File: src/sv/mmul_pkg.sv
// Shared types and constants for the streaming matrix multiplier.
`default_nettype none

package mmul_pkg;

    // Fixed field widths of the external ports.
    localparam int VALUE_W = 16;
    localparam int ENTRY_W = 34;
    localparam int IDX_W   = 2;
    localparam int PROD_W  = 2 * VALUE_W;

    // Control bits that travel with each classified value.
    typedef struct packed {
        logic sel_b;   // value belongs to matrix B
        logic last;    // final value of matrix B
    } ctl_t;

    // One result as it waits in the result queue.
    typedef struct packed {
        logic signed [ENTRY_W-1:0] entry;
        logic [IDX_W-1:0]          row;
        logic [IDX_W-1:0]          col;
        logic                      last;
    } res_t;

    // Back-end sequencer states.
    typedef enum logic {
        BK_LOAD,
        BK_CALC
    } back_state_t;

endpackage : mmul_pkg

`default_nettype wire

File: src/sv/mmul_fifo.sv
// Small register-based first-in first-out queue.
`default_nettype none

module mmul_fifo #(
    parameter int WIDTH = 8,
    parameter int DEPTH = 2
) (
    input  wire logic             clk,
    input  wire logic             rst_n,
    input  wire logic             wr_en,
    input  wire logic [WIDTH-1:0] wdata,
    output logic                  full,
    input  wire logic             rd_en,
    output logic [WIDTH-1:0]      rdata,
    output logic                  empty
);

    localparam int AW = (DEPTH > 1) ? $clog2(DEPTH) : 1;
    localparam int CNTW = $clog2(DEPTH + 1);

    logic [WIDTH-1:0] mem_reg [DEPTH];
    logic [AW-1:0]    wr_ptr_reg;
    logic [AW-1:0]    rd_ptr_reg;
    logic [CNTW-1:0]  count_reg;
    logic             do_wr;
    logic             do_rd;

    assign full  = (count_reg == CNTW'(DEPTH));
    assign empty = (count_reg == '0);
    assign do_wr = wr_en && !full;
    assign do_rd = rd_en && !empty;
    assign rdata = mem_reg[rd_ptr_reg];

    // Storage is written at the write pointer.
    always_ff @(posedge clk)
    begin
        if (do_wr)
        begin
            mem_reg[wr_ptr_reg] <= wdata;
        end
    end

    // Pointers wrap at the depth; the count tracks occupancy.
    always_ff @(posedge clk or negedge rst_n)
    begin
        if (!rst_n)
        begin
            wr_ptr_reg <= '0;
            rd_ptr_reg <= '0;
            count_reg  <= '0;
        end
        else
        begin
            if (do_wr)
            begin
                wr_ptr_reg <= (wr_ptr_reg == AW'(DEPTH - 1)) ? '0 : wr_ptr_reg + 1'b1;
            end
            if (do_rd)
            begin
                rd_ptr_reg <= (rd_ptr_reg == AW'(DEPTH - 1)) ? '0 : rd_ptr_reg + 1'b1;
            end
            if (do_wr && !do_rd)
            begin
                count_reg <= count_reg + 1'b1;
            end
            else if (do_rd && !do_wr)
            begin
                count_reg <= count_reg - 1'b1;
            end
        end
    end

endmodule : mmul_fifo

`default_nettype wire

File: src/sv/mmul_front.sv
// Front end: counts incoming values and tags each with its store and index.
`default_nettype none

module mmul_front
    import mmul_pkg::*;
#(
    parameter int DIM = 4
) (
    input  wire logic                                 clk,
    input  wire logic                                 rst_n,
    input  wire logic                                 push,
    output logic                                      full,
    input  wire logic signed [VALUE_W-1:0]            value,
    input  wire logic                                 cmd_full,
    output logic                                      cmd_push,
    output logic signed [VALUE_W-1:0]                 cmd_value,
    output ctl_t                                      cmd_ctl,
    output logic [$clog2(DIM*DIM)-1:0]                cmd_index
);

    localparam int CELLS = DIM * DIM;
    localparam int CW    = $clog2(CELLS);
    localparam int LW    = $clog2(2 * CELLS);

    logic [LW-1:0] load_count_reg;
    logic [LW-1:0] load_count_next;
    logic          is_b;
    logic          is_last;

    // A request is taken whenever the command queue has room.
    assign full     = cmd_full;
    assign cmd_push = push && !cmd_full;

    // Classify the value by its position in the run.
    assign is_b      = (load_count_reg >= LW'(CELLS));
    assign is_last   = (load_count_reg == LW'(2 * CELLS - 1));
    assign cmd_value = value;
    assign cmd_index = is_b ? CW'(load_count_reg - LW'(CELLS)) : CW'(load_count_reg);
    assign cmd_ctl   = '{sel_b: is_b, last: is_last};

    assign load_count_next = is_last ? '0 : load_count_reg + 1'b1;

    // The load counter returns to zero after the final value of B.
    always_ff @(posedge clk or negedge rst_n)
    begin
        if (!rst_n)
        begin
            load_count_reg <= '0;
        end
        else if (cmd_push)
        begin
            load_count_reg <= load_count_next;
        end
    end

endmodule : mmul_front

`default_nettype wire

File: src/sv/mmul_back.sv
// Back end: operand stores and a pipelined multiply-accumulate over each entry.
`default_nettype none

module mmul_back
    import mmul_pkg::*;
#(
    parameter int DIM = 4
) (
    input  wire logic                          clk,
    input  wire logic                          rst_n,
    input  wire logic                          cmd_empty,
    output logic                               cmd_pop,
    input  wire logic signed [VALUE_W-1:0]     cmd_value,
    input  wire ctl_t                          cmd_ctl,
    input  wire logic [$clog2(DIM*DIM)-1:0]    cmd_index,
    input  wire logic                          res_full,
    output logic                               res_push,
    output res_t                               res_data
);

    localparam int CELLS = DIM * DIM;
    localparam int CW    = $clog2(CELLS);
    localparam int IW    = $clog2(DIM);

    back_state_t state_reg;
    back_state_t state_next;

    logic signed [VALUE_W-1:0] store_a [CELLS];
    logic signed [VALUE_W-1:0] store_b [CELLS];

    logic [IW-1:0] row_reg;
    logic [IW-1:0] col_reg;
    logic [IW-1:0] k_reg;
    logic          issue;
    logic          k_end;
    logic          col_end;
    logic          row_end;
    logic          run_done;
    logic [CW-1:0] a_addr;
    logic [CW-1:0] b_addr;

    // Read stage.
    logic signed [VALUE_W-1:0] a_rd_reg;
    logic signed [VALUE_W-1:0] b_rd_reg;
    logic          rd_vld_reg;
    logic          rd_first_reg;
    logic          rd_last_reg;
    logic          rd_end_reg;
    logic [IW-1:0] rd_row_reg;
    logic [IW-1:0] rd_col_reg;

    // Multiply stage.
    logic signed [PROD_W-1:0] prod_reg;
    logic          mul_vld_reg;
    logic          mul_first_reg;
    logic          mul_last_reg;
    logic          mul_end_reg;
    logic [IW-1:0] mul_row_reg;
    logic [IW-1:0] mul_col_reg;

    // Accumulate stage.
    logic signed [ENTRY_W-1:0] acc_reg;
    logic signed [ENTRY_W-1:0] acc_sum;

    assign k_end    = (k_reg == IW'(DIM - 1));
    assign col_end  = (col_reg == IW'(DIM - 1));
    assign row_end  = (row_reg == IW'(DIM - 1));
    assign run_done = issue && k_end && col_end && row_end;

    // Next-state logic of the sequencer.
    always_comb
    begin
        state_next = state_reg;
        unique case (state_reg)
            BK_LOAD:
            begin
                if (!cmd_empty && cmd_ctl.last)
                begin
                    state_next = BK_CALC;
                end
            end
            BK_CALC:
            begin
                if (run_done)
                begin
                    state_next = BK_LOAD;
                end
            end
            default:
            begin
                state_next = BK_LOAD;
            end
        endcase
    end

    // Output logic of the sequencer. A new entry starts only when the
    // pipeline is empty and the result queue has a free slot.
    always_comb
    begin
        cmd_pop = 1'b0;
        issue   = 1'b0;
        unique case (state_reg)
            BK_LOAD:
            begin
                cmd_pop = !cmd_empty;
            end
            BK_CALC:
            begin
                issue = (k_reg != '0) || (!rd_vld_reg && !mul_vld_reg && !res_full);
            end
            default:
            begin
                cmd_pop = 1'b0;
                issue   = 1'b0;
            end
        endcase
    end

    always_ff @(posedge clk or negedge rst_n)
    begin
        if (!rst_n)
        begin
            state_reg <= BK_LOAD;
        end
        else
        begin
            state_reg <= state_next;
        end
    end

    // Entry and term counters walk rows, columns and terms in order.
    always_ff @(posedge clk or negedge rst_n)
    begin
        if (!rst_n)
        begin
            row_reg <= '0;
            col_reg <= '0;
            k_reg   <= '0;
        end
        else if (issue)
        begin
            if (k_end)
            begin
                k_reg <= '0;
                if (col_end)
                begin
                    col_reg <= '0;
                    row_reg <= row_end ? '0 : row_reg + 1'b1;
                end
                else
                begin
                    col_reg <= col_reg + 1'b1;
                end
            end
            else
            begin
                k_reg <= k_reg + 1'b1;
            end
        end
    end

    assign a_addr = CW'(row_reg) * CW'(DIM) + CW'(k_reg);
    assign b_addr = CW'(k_reg) * CW'(DIM) + CW'(col_reg);

    // Operand stores: written from the command queue, read with registered data.
    always_ff @(posedge clk)
    begin
        if (cmd_pop && !cmd_ctl.sel_b)
        begin
            store_a[cmd_index] <= cmd_value;
        end
        if (cmd_pop && cmd_ctl.sel_b)
        begin
            store_b[cmd_index] <= cmd_value;
        end
        if (issue)
        begin
            a_rd_reg <= store_a[a_addr];
            b_rd_reg <= store_b[b_addr];
        end
    end

    // Pipeline valid flags.
    always_ff @(posedge clk or negedge rst_n)
    begin
        if (!rst_n)
        begin
            rd_vld_reg  <= 1'b0;
            mul_vld_reg <= 1'b0;
        end
        else
        begin
            rd_vld_reg  <= issue;
            mul_vld_reg <= rd_vld_reg;
        end
    end

    // Tags and product travel alongside the operands.
    always_ff @(posedge clk)
    begin
        if (issue)
        begin
            rd_first_reg <= (k_reg == '0);
            rd_last_reg  <= k_end;
            rd_end_reg   <= k_end && col_end && row_end;
            rd_row_reg   <= row_reg;
            rd_col_reg   <= col_reg;
        end
        if (rd_vld_reg)
        begin
            prod_reg      <= a_rd_reg * b_rd_reg;
            mul_first_reg <= rd_first_reg;
            mul_last_reg  <= rd_last_reg;
            mul_end_reg   <= rd_end_reg;
            mul_row_reg   <= rd_row_reg;
            mul_col_reg   <= rd_col_reg;
        end
        if (mul_vld_reg)
        begin
            acc_reg <= acc_sum;
        end
    end

    // The running sum wraps at the entry width.
    assign acc_sum = (mul_first_reg ? '0 : acc_reg)
                   + {{(ENTRY_W - PROD_W){prod_reg[PROD_W-1]}}, prod_reg};

    assign res_push = mul_vld_reg && mul_last_reg;
    assign res_data = '{entry: acc_sum,
                        row:   IDX_W'(mul_row_reg),
                        col:   IDX_W'(mul_col_reg),
                        last:  mul_end_reg};

endmodule : mmul_back

`default_nettype wire

File: src/sv/matrix_multiply_4x4_top.sv
// Top level of the streaming matrix multiplier: front end, queues and back end.
//
//  Channel   Direction  Handshake     Payload
//  input     in         push / full   value (16-bit signed, A then B, row-major)
//  result    out        pop / empty   product_entry, row_index, col_index, last_of_run
//
// Each input request is taken while the command queue has room.
// A product entry is formed from DIM term issues; the store-read and multiply
// stages then drain before the next entry starts, so entries run one after
// another. While the back end computes, the command queue fills and full
// rises. A full result queue holds off the next entry. Reset clears all control
// state; the operand stores are not cleared and are always rewritten before use.
`default_nettype none

module matrix_multiply_4x4_top
    import mmul_pkg::*;
#(
    parameter int DIM       = 4,
    parameter int CMD_DEPTH = 2,
    parameter int RES_DEPTH = 2
) (
    input  wire logic                      clk,
    input  wire logic                      rst_n,
    input  wire logic                      push,
    output logic                           full,
    input  wire logic signed [VALUE_W-1:0] value,
    output logic                           empty,
    input  wire logic                      pop,
    output logic signed [ENTRY_W-1:0]      product_entry,
    output logic [IDX_W-1:0]               row_index,
    output logic [IDX_W-1:0]               col_index,
    output logic                           last_of_run
);

    localparam int CW    = $clog2(DIM * DIM);
    localparam int CMD_W = VALUE_W + $bits(ctl_t) + CW;
    localparam int RES_W = $bits(res_t);

    // Front end to command queue.
    logic                      cmd_push;
    logic                      cmd_full;
    logic signed [VALUE_W-1:0] fe_value;
    ctl_t                      fe_ctl;
    logic [CW-1:0]             fe_index;
    logic [CMD_W-1:0]          cmd_wdata;

    // Command queue to back end.
    logic                      cmd_pop;
    logic                      cmd_empty;
    logic [CMD_W-1:0]          cmd_rdata;
    logic signed [VALUE_W-1:0] be_value;
    ctl_t                      be_ctl;
    logic [CW-1:0]             be_index;

    // Back end to result queue.
    logic                      res_push;
    logic                      res_full;
    res_t                      res_wdata;
    logic [RES_W-1:0]          res_rdata;
    res_t                      res_head;

    mmul_front #(
        .DIM (DIM)
    ) u_front (
        .clk       (clk),
        .rst_n     (rst_n),
        .push      (push),
        .full      (full),
        .value     (value),
        .cmd_full  (cmd_full),
        .cmd_push  (cmd_push),
        .cmd_value (fe_value),
        .cmd_ctl   (fe_ctl),
        .cmd_index (fe_index)
    );

    assign cmd_wdata = {fe_value, fe_ctl, fe_index};

    mmul_fifo #(
        .WIDTH (CMD_W),
        .DEPTH (CMD_DEPTH)
    ) u_cmd_fifo (
        .clk   (clk),
        .rst_n (rst_n),
        .wr_en (cmd_push),
        .wdata (cmd_wdata),
        .full  (cmd_full),
        .rd_en (cmd_pop),
        .rdata (cmd_rdata),
        .empty (cmd_empty)
    );

    assign {be_value, be_ctl, be_index} = cmd_rdata;

    mmul_back #(
        .DIM (DIM)
    ) u_back (
        .clk       (clk),
        .rst_n     (rst_n),
        .cmd_empty (cmd_empty),
        .cmd_pop   (cmd_pop),
        .cmd_value (be_value),
        .cmd_ctl   (be_ctl),
        .cmd_index (be_index),
        .res_full  (res_full),
        .res_push  (res_push),
        .res_data  (res_wdata)
    );

    mmul_fifo #(
        .WIDTH (RES_W),
        .DEPTH (RES_DEPTH)
    ) u_res_fifo (
        .clk   (clk),
        .rst_n (rst_n),
        .wr_en (res_push),
        .wdata (res_wdata),
        .full  (res_full),
        .rd_en (pop),
        .rdata (res_rdata),
        .empty (empty)
    );

    // The head of the result queue drives the result ports.
    assign res_head      = res_rdata;
    assign product_entry = res_head.entry;
    assign row_index     = res_head.row;
    assign col_index     = res_head.col;
    assign last_of_run   = res_head.last;

endmodule : matrix_multiply_4x4_top

`default_nettype wire

File: config.mk
export PLATFORM = sky130hd
export DESIGN_NAME = matrix_multiply_4x4_top
export DESIGN_NICKNAME = d
export VERILOG_FILES = /design/src/sv/mmul_pkg.sv /design/src/sv/mmul_fifo.sv /design/src/sv/mmul_front.sv /design/src/sv/mmul_back.sv /design/src/sv/matrix_multiply_4x4_top.sv
export SDC_FILE = /design/constraint.sdc
export NUM_CORES = 1
export LEC_CHECK = 0
export BUFFER_PORTS_ARGS = -buffer_cell sky130_fd_sc_hd__clkbuf_2
export CAP_MARGIN = 0
export CORE_MARGIN = 10
export CORE_UTILIZATION = 60
export CTS_CLUSTER_SIZE = 16
export DETAILED_ROUTE_END_ITERATION = 8
export GPL_TIMING_DRIVEN = 0
export PLACE_DENSITY_LB_ADDON = 0.15
export SYNTH_ARGS = -nofsm -noshare
export SYNTH_HDL_FRONTEND = slang
export SYNTH_SLANG_ARGS = --single-unit
File: constraint.sdc
create_clock -name clk -period 8.5 [get_ports clk]
set_input_delay 0.85 -clock clk [delete_from_list [all_inputs] [get_ports clk]]
set_output_delay 0.85 -clock clk [all_outputs]
set_load 0.01 [all_outputs]
Yosys cells after proc, flatten, opt, wreduce, memory -nomap -nowiden
Memory sizes are Yosys's and may differ from the RTL's. A register that Yosys moved wholly into a read port is not among the register bits. Cells that the tools add are included.

Add/subtract/negate cells: 16. $mul: 1. Div/mod/pow operators: 0. Magnitude comparators: 1. Eq/ne operators: 6. Shifts and indexed selects: 0. Multiplexer cells: 27. Bitwise operators: 1. Reduce and logical (&&, ||, !) cells: 40.

Operators by type and width (number): 34-bit adder (1); 34-bit two-way mux (1); 16-bit by 16-bit multiplier with 32-bit output (1); 1-bit logical AND (20); 1-bit two-way mux (16); 2-bit two-way mux (7); 1-bit zero test (11); 2-bit by 1-bit adder with 2-bit output, second input constant (5); 2-bit == test, second input constant (5); 4-bit by 2-bit adder with 4-bit output (2); 2-bit zero test (3); 2-bit nonzero test (3); 5-bit by 1-bit adder with 5-bit output, second input constant (1); 5-bit == test, second input constant (1); 5-bit >= comparator, second input constant (1); 5-bit two-way mux (1); 1-bit adder, second input constant (4); 4-bit two-way mux (1); 2-bit by 1-bit subtractor with 2-bit output, second input constant (2); 4-bit by 1-bit subtractor with 4-bit output, second input constant (1); 3-bit AND reduction (1); 1-bit case mux with 2 select lines (1); 2-bit AND reduction (1); 1-bit logical OR (1); 1-bit inverter (1).

Flip-flop bits (word level): 102. Bits in latches: 0. Memory bits (writable): 634. Bits in read-only memories: 0. Bits of input ports: 20. Output and inout port bits: 41. Logic and storage cells: 121. Memories: 4.

Memory list: u_back.store_a (words 16, bits a word 16, read ports 1, clocked after Yosys merged registers in 1, wr ports 1, RTL line mmul_back.sv:28) `logic signed [VALUE_W-1:0] store_a [CELLS];`; u_back.store_b (words 16, bits a word 16, read ports 1, clocked after Yosys merged registers in 1, wr ports 1, RTL line mmul_back.sv:29) `logic signed [VALUE_W-1:0] store_b [CELLS];`; u_res_fifo.mem_reg (words 2, bits a word 39, read ports 1, clocked after Yosys merged registers in 0, wr ports 1, RTL line mmul_fifo.sv:21) `logic [WIDTH-1:0] mem_reg [DEPTH];`; u_cmd_fifo.mem_reg (words 2, bits a word 22, read ports 1, clocked after Yosys merged registers in 0, wr ports 1, RTL line mmul_fifo.sv:21).

Depth between registers and ports, before layout
Depth in word-level cells: 10. Mapped depth: 24. Mapped depth without buffers: 22.

Hierarchy
From an unflattened synthesis, not the netlist that was laid out.

Cells, all modules: 2547. Area total of the unflattened synthesis: 40128.5 um2.

By module, submodules not included: mmul_back (instances 1, cells an instance 2267, area an instance 34847.2 um2, sequential area each 18963.2 um2); mmul_fifo (u_res_fifo) (instances 1, cells an instance 140, area an instance 3007.9 um2, sequential area each 2442.3 um2); mmul_fifo (u_cmd_fifo) (instances 1, cells an instance 87, area an instance 1788.0 um2, sequential area each 1421.4 um2); mmul_front (instances 1, cells an instance 53, area an instance 485.5 um2, sequential area each 125.1 um2).

Worst setup path after synthesis
No wires, ideal clock.

Path type: register to register. Start point: reg u_back.a_rd_reg[15] (read register of u_back.store_a). End point: reg u_back.prod_reg[31] (data pin). Library setup time: 0.260 ns. Arrival time: 5.907 ns. Required time: 8.240 ns. Setup slack: 2.333 ns. Stages on the path, launching flop included: 22. Buffers on the path: 2. Clock period less this slack: 6.167 ns. Cells stage by stage: edfxtp_1 clkbuf_1 nand2_1 inv_1 fa_1 inv_1 fa_1 fa_1 fa_1 fa_1 fa_1 inv_1 ha_1 buf_2 a21o_1 a21oi_1 o221ai_1 a311o_1 a31oi_1 o2111ai_1 a21oi_1 xnor2_1.

Cells in the longest elaborated chain, start to end: 1.

Ends and longest elaborated chain: start: declaration (RTL line mmul_back.sv:43) `logic signed [VALUE_W-1:0] a_rd_reg;`; 16-bit by 16-bit multiplier with 32-bit output (RTL line mmul_back.sv:211) `prod_reg <= a_rd_reg * b_rd_reg;`; end signal: assignment (RTL line mmul_back.sv:211); end: declaration (RTL line mmul_back.sv:53) `logic signed [PROD_W-1:0] prod_reg;`.

No other way between the ends. A chain may end at the register's enable or synchronous reset.

Final worst setup path
Start point: reg u_back.a_rd_reg[10] (read register of u_back.store_a). End point: reg u_back.prod_reg[31] (data pin).

The elaborated chain is that of the path after synthesis.

==> key figures <==
Clock tree
  • Worst-Skew Late Latency: 640 ps
  • Hold Buf Count CTS: 0
  • Setup Fix Bufs, Post-CTS: 0
  • Clock tree buffer depth: 3
  • Reg clk slew, reported paths: 60 ps
  • Clk root buf: clkbuf_16
  • CTS tree: yes
  • CTS buffer count: 78
  • TritonCTS sink count: 768
  • Max H-tree Level: 3
  • Post-cts resize count: 0

Layout
  • Finished Cell Area: 0.0444 sq mm
  • Non-filler instance count after layout: 3,644
  • Ant. Diodes: 0
  • Layout area overhead: 11.1%
  • Commonest non-fill, non-tap cell in the layout: edfxtp_1
  • Layout cells sized above 1: 17.2%
  • Most frequent cells in the layout: 746 x edfxtp_1, 325 x inv_1, 263 x fa_1
  • FILL cells: 4,437
  • Nets: 3,123

Die
  • Die height: 278 um
  • Die area: 0.0774 sq mm
  • Io pins: 61
  • Num rows: 94
  • DIE WIDTH: 278 um
  • Core ar.: 0.0660 sq mm
  • Initial core utilization: 60.6%

STA
  • RSZ-0062 raised after global routing: false
  • Layout Skew: 43.9 ps
  • Max-slew violation count: 0
  • Worst-Margin Slew: 1080 ps
  • Max Clock Freq: 135 MHz
  • Final setup fails: 0
  • Max-slew headroom: 27.7%
  • Final-report hold violation count: 0
  • Min cycle time layout: 7380 ps
  • Tcrit/Tclk final: 86.8%
  • Fin Setup TNS: 0 ps

Logic synthesis
  • Post-synthesis simple-gate area fraction: 6.30%
  • Synth cell types: 67
  • Number of synthesized flops with an enable pin: 746
  • Post-synthesis sequential area ratio: 57.4%
  • Number of synthesized register bits: 768
  • Synth Warn #: 0
  • Ys async rst share: 2.86%
  • Cell count after synthesis: 2,552
  • Syn Area/Cell: 15.7 sq um
  • Syn Nets: 2,959
  • Post-synth top area share: 56.0%
  • Adder-Cell Fraction of Synth Area: 17.0%
  • Mux contribution to synthesized area: 10.7%
  • Combinational family with the most area after synthesis: adder cells
  • Synth area leader: edfxtp_1
  • Compound-Gate Fraction of Synth Area: 3.31%
  • Post-Syn Area: 0.0400 sq mm
  • Largest cells by area after synthesis: edfxtp_1 56%, fa_1 13%, mux4_2 9.0%
  • Prevailing post-synth register cell: edfxtp_1
  • Xor and xnor area share after synthesis: 1.38%

Setup path
  • R2r worst-path depth: 20
  • FF-to-FF Start: u_back.a_rd_reg[10]
  • Required @ worst endpoint: 8840 ps
  • Setup CP Type: flop to flop
  • Crit-path max FO: 10
  • CP dominant cell by count: fa_1
  • Critical Path Source Type: flop
  • CP bufs+invs: 4
  • CP Capture Type: flop
  • Crit path cell chain: clkbuf_1 > nand2_1 > fa_1 > fa_1 > fa_1 > inv_1 > fa_1 > fa_1 > inv_1 > fa_1 > inv_1 > ha_1 > a21oi_1 > nand2_1 > a211oi_1 > o21ai_0 > a31oi_1 > o2111ai_1 > a21oi_1 > xnor2_1
  • R2r endpoint: u_back.prod_reg[31]
  • Crit path DAT: 7720 ps
  • R2R setup slack: 1120 ps
  • Largest stage delay on the critical path: 650 ps
  • CP delay by family, top: adder cells
  • CP max stage cell: edfxtp_1

Global routing
  • Via count of the first global-routing pass: 23,200
  • First-pass GRT wire length: 136 mm
  • GR Overflow Total: 0
  • Total GRT Usage: 23.0%
  • GR peak layer: met2
  • Initial antenna violation count: 0
  • Met2 Resource Use GR: 39.7%
  • GR Layer Usage met1: 29.4%
  • Met3 Use GR: 3.82%
  • Largest net degree at the start of global routing: 42

Route
  • Avg WL per Cell: 23.8 um
  • Detailed Route WL: 86.6 mm
  • Iter 0 DRT Violations: 1,873
  • Final ANT Viol Nets: 0
  • Pre-antenna DRT Iters: 6
  • Residual DRC: 0
  • Detailed-route via count: 21,600
  • Vias/cell: 5.93

Placed design
  • Inst Count DP: 3,500
  • Post-DP HPWL: 61.8 mm
  • Area after DPL: 0.0419 sq mm
  • Port bufs: 60
  • Routability Congestion: 0.950

Outcome
  • Status: finished clean

Worst hold path
  • Hold Crit Class: input pin to async pin

Flow run
  • Max Cap Viol: 0
[how the worst max path moves through the flow]
stage,start,endpoint,slack [ps],cells past startpoint
after floorplan,u_back.a_rd_reg[15],u_back.prod_reg[31],2330,21
after global placement,u_back.a_rd_reg[11],u_back.prod_reg[31],1270,20
after detailed placement,u_back.a_rd_reg[11],u_back.prod_reg[31],1190,20
after CTS,u_back.a_rd_reg[11],u_back.prod_reg[31],1160,20
after global routing,u_back.a_rd_reg[10],u_back.prod_reg[31],780,20
final,u_back.a_rd_reg[10],u_back.prod_reg[31],1120,20
[cell usage after synthesis (all sizes together), types with 7 or more instances]
library cell  instances
a211oi                9
a21o                 24
a21oi                57
and2                134
and3                 11
buf                  31
clkbuf               54
dfrtp                22
edfxtp              746
fa                  263
ha                  124
inv                 326
mux2                 58
mux4                160
nand2               151
nand2b               20
nand3                17
nor2                 98
nor2b                38
nor3                 17
o211ai                7
o21a                  8
o21ai                37
o21bai                7
xnor2                45
xor2                 18
[through the flow]
stage	hold WS (ps)	utilization [%]	setup slack [ps]
after floorplan	400	-	2330
after global placement	406	62.7	1270
after detailed placement	407	63.4	1190
after CTS	295	67.3	1160
after global routing	337	67.3	782
final	316	67.3	1120
[per-layer routing]
| layer | vias up | share of wire [%] |
|---|---|---|
| li1 | 9471 | - |
| met1 | 11200 | 39 |
| met2 | 801 | 51 |
| met3 | 155 | 6.6 |
| met4 | 0 | 2.8 |
| met5 | - | 0 |
[worst reg2reg max path, stage by stage, from the launching register on]
cell and delay, ps:
edfxtp_1 650, clkbuf_1 580, nand2_1 190, fa_1 560, fa_1 470, fa_1 580, inv_1 60, fa_1 490
fa_1 490, inv_1 50, fa_1 470, inv_1 40, ha_1 340, a21oi_1 310, nand2_1 90, a211oi_1 310
o21ai_0 400, a31oi_1 560, o2111ai_1 190, a21oi_1 190, xnor2_1 80
[area by class of cell]
class	instances	area (sq um)	share of cell area [%]
clock buffer	112	2160	4.86
inverter	326	1220	2.75
buffer	85	335	0.755
sequential	768	23000	51.7
timing repair buffer	84	676	1.52
clock inverter	32	414	0.932
multi-input combinational	1373	15600	35.1
tap	864	1080	2.43
[kinds of logic after synthesis]
| family | after synthesis |
|---|---|
| xor gates and xnor gates | 63 |
| muxes | 220 |
| DFF | 768 |
| adders and majority gates | 387 |
| and+or+nand+nor | 507 |
| buffers and inverters | 411 |
| AOI/OAI and AO/OA | 196 |
Power is left out: the tool's default activity adds up to more than one toggle a clock period on the data nets, which glitch-free logic cannot reach.
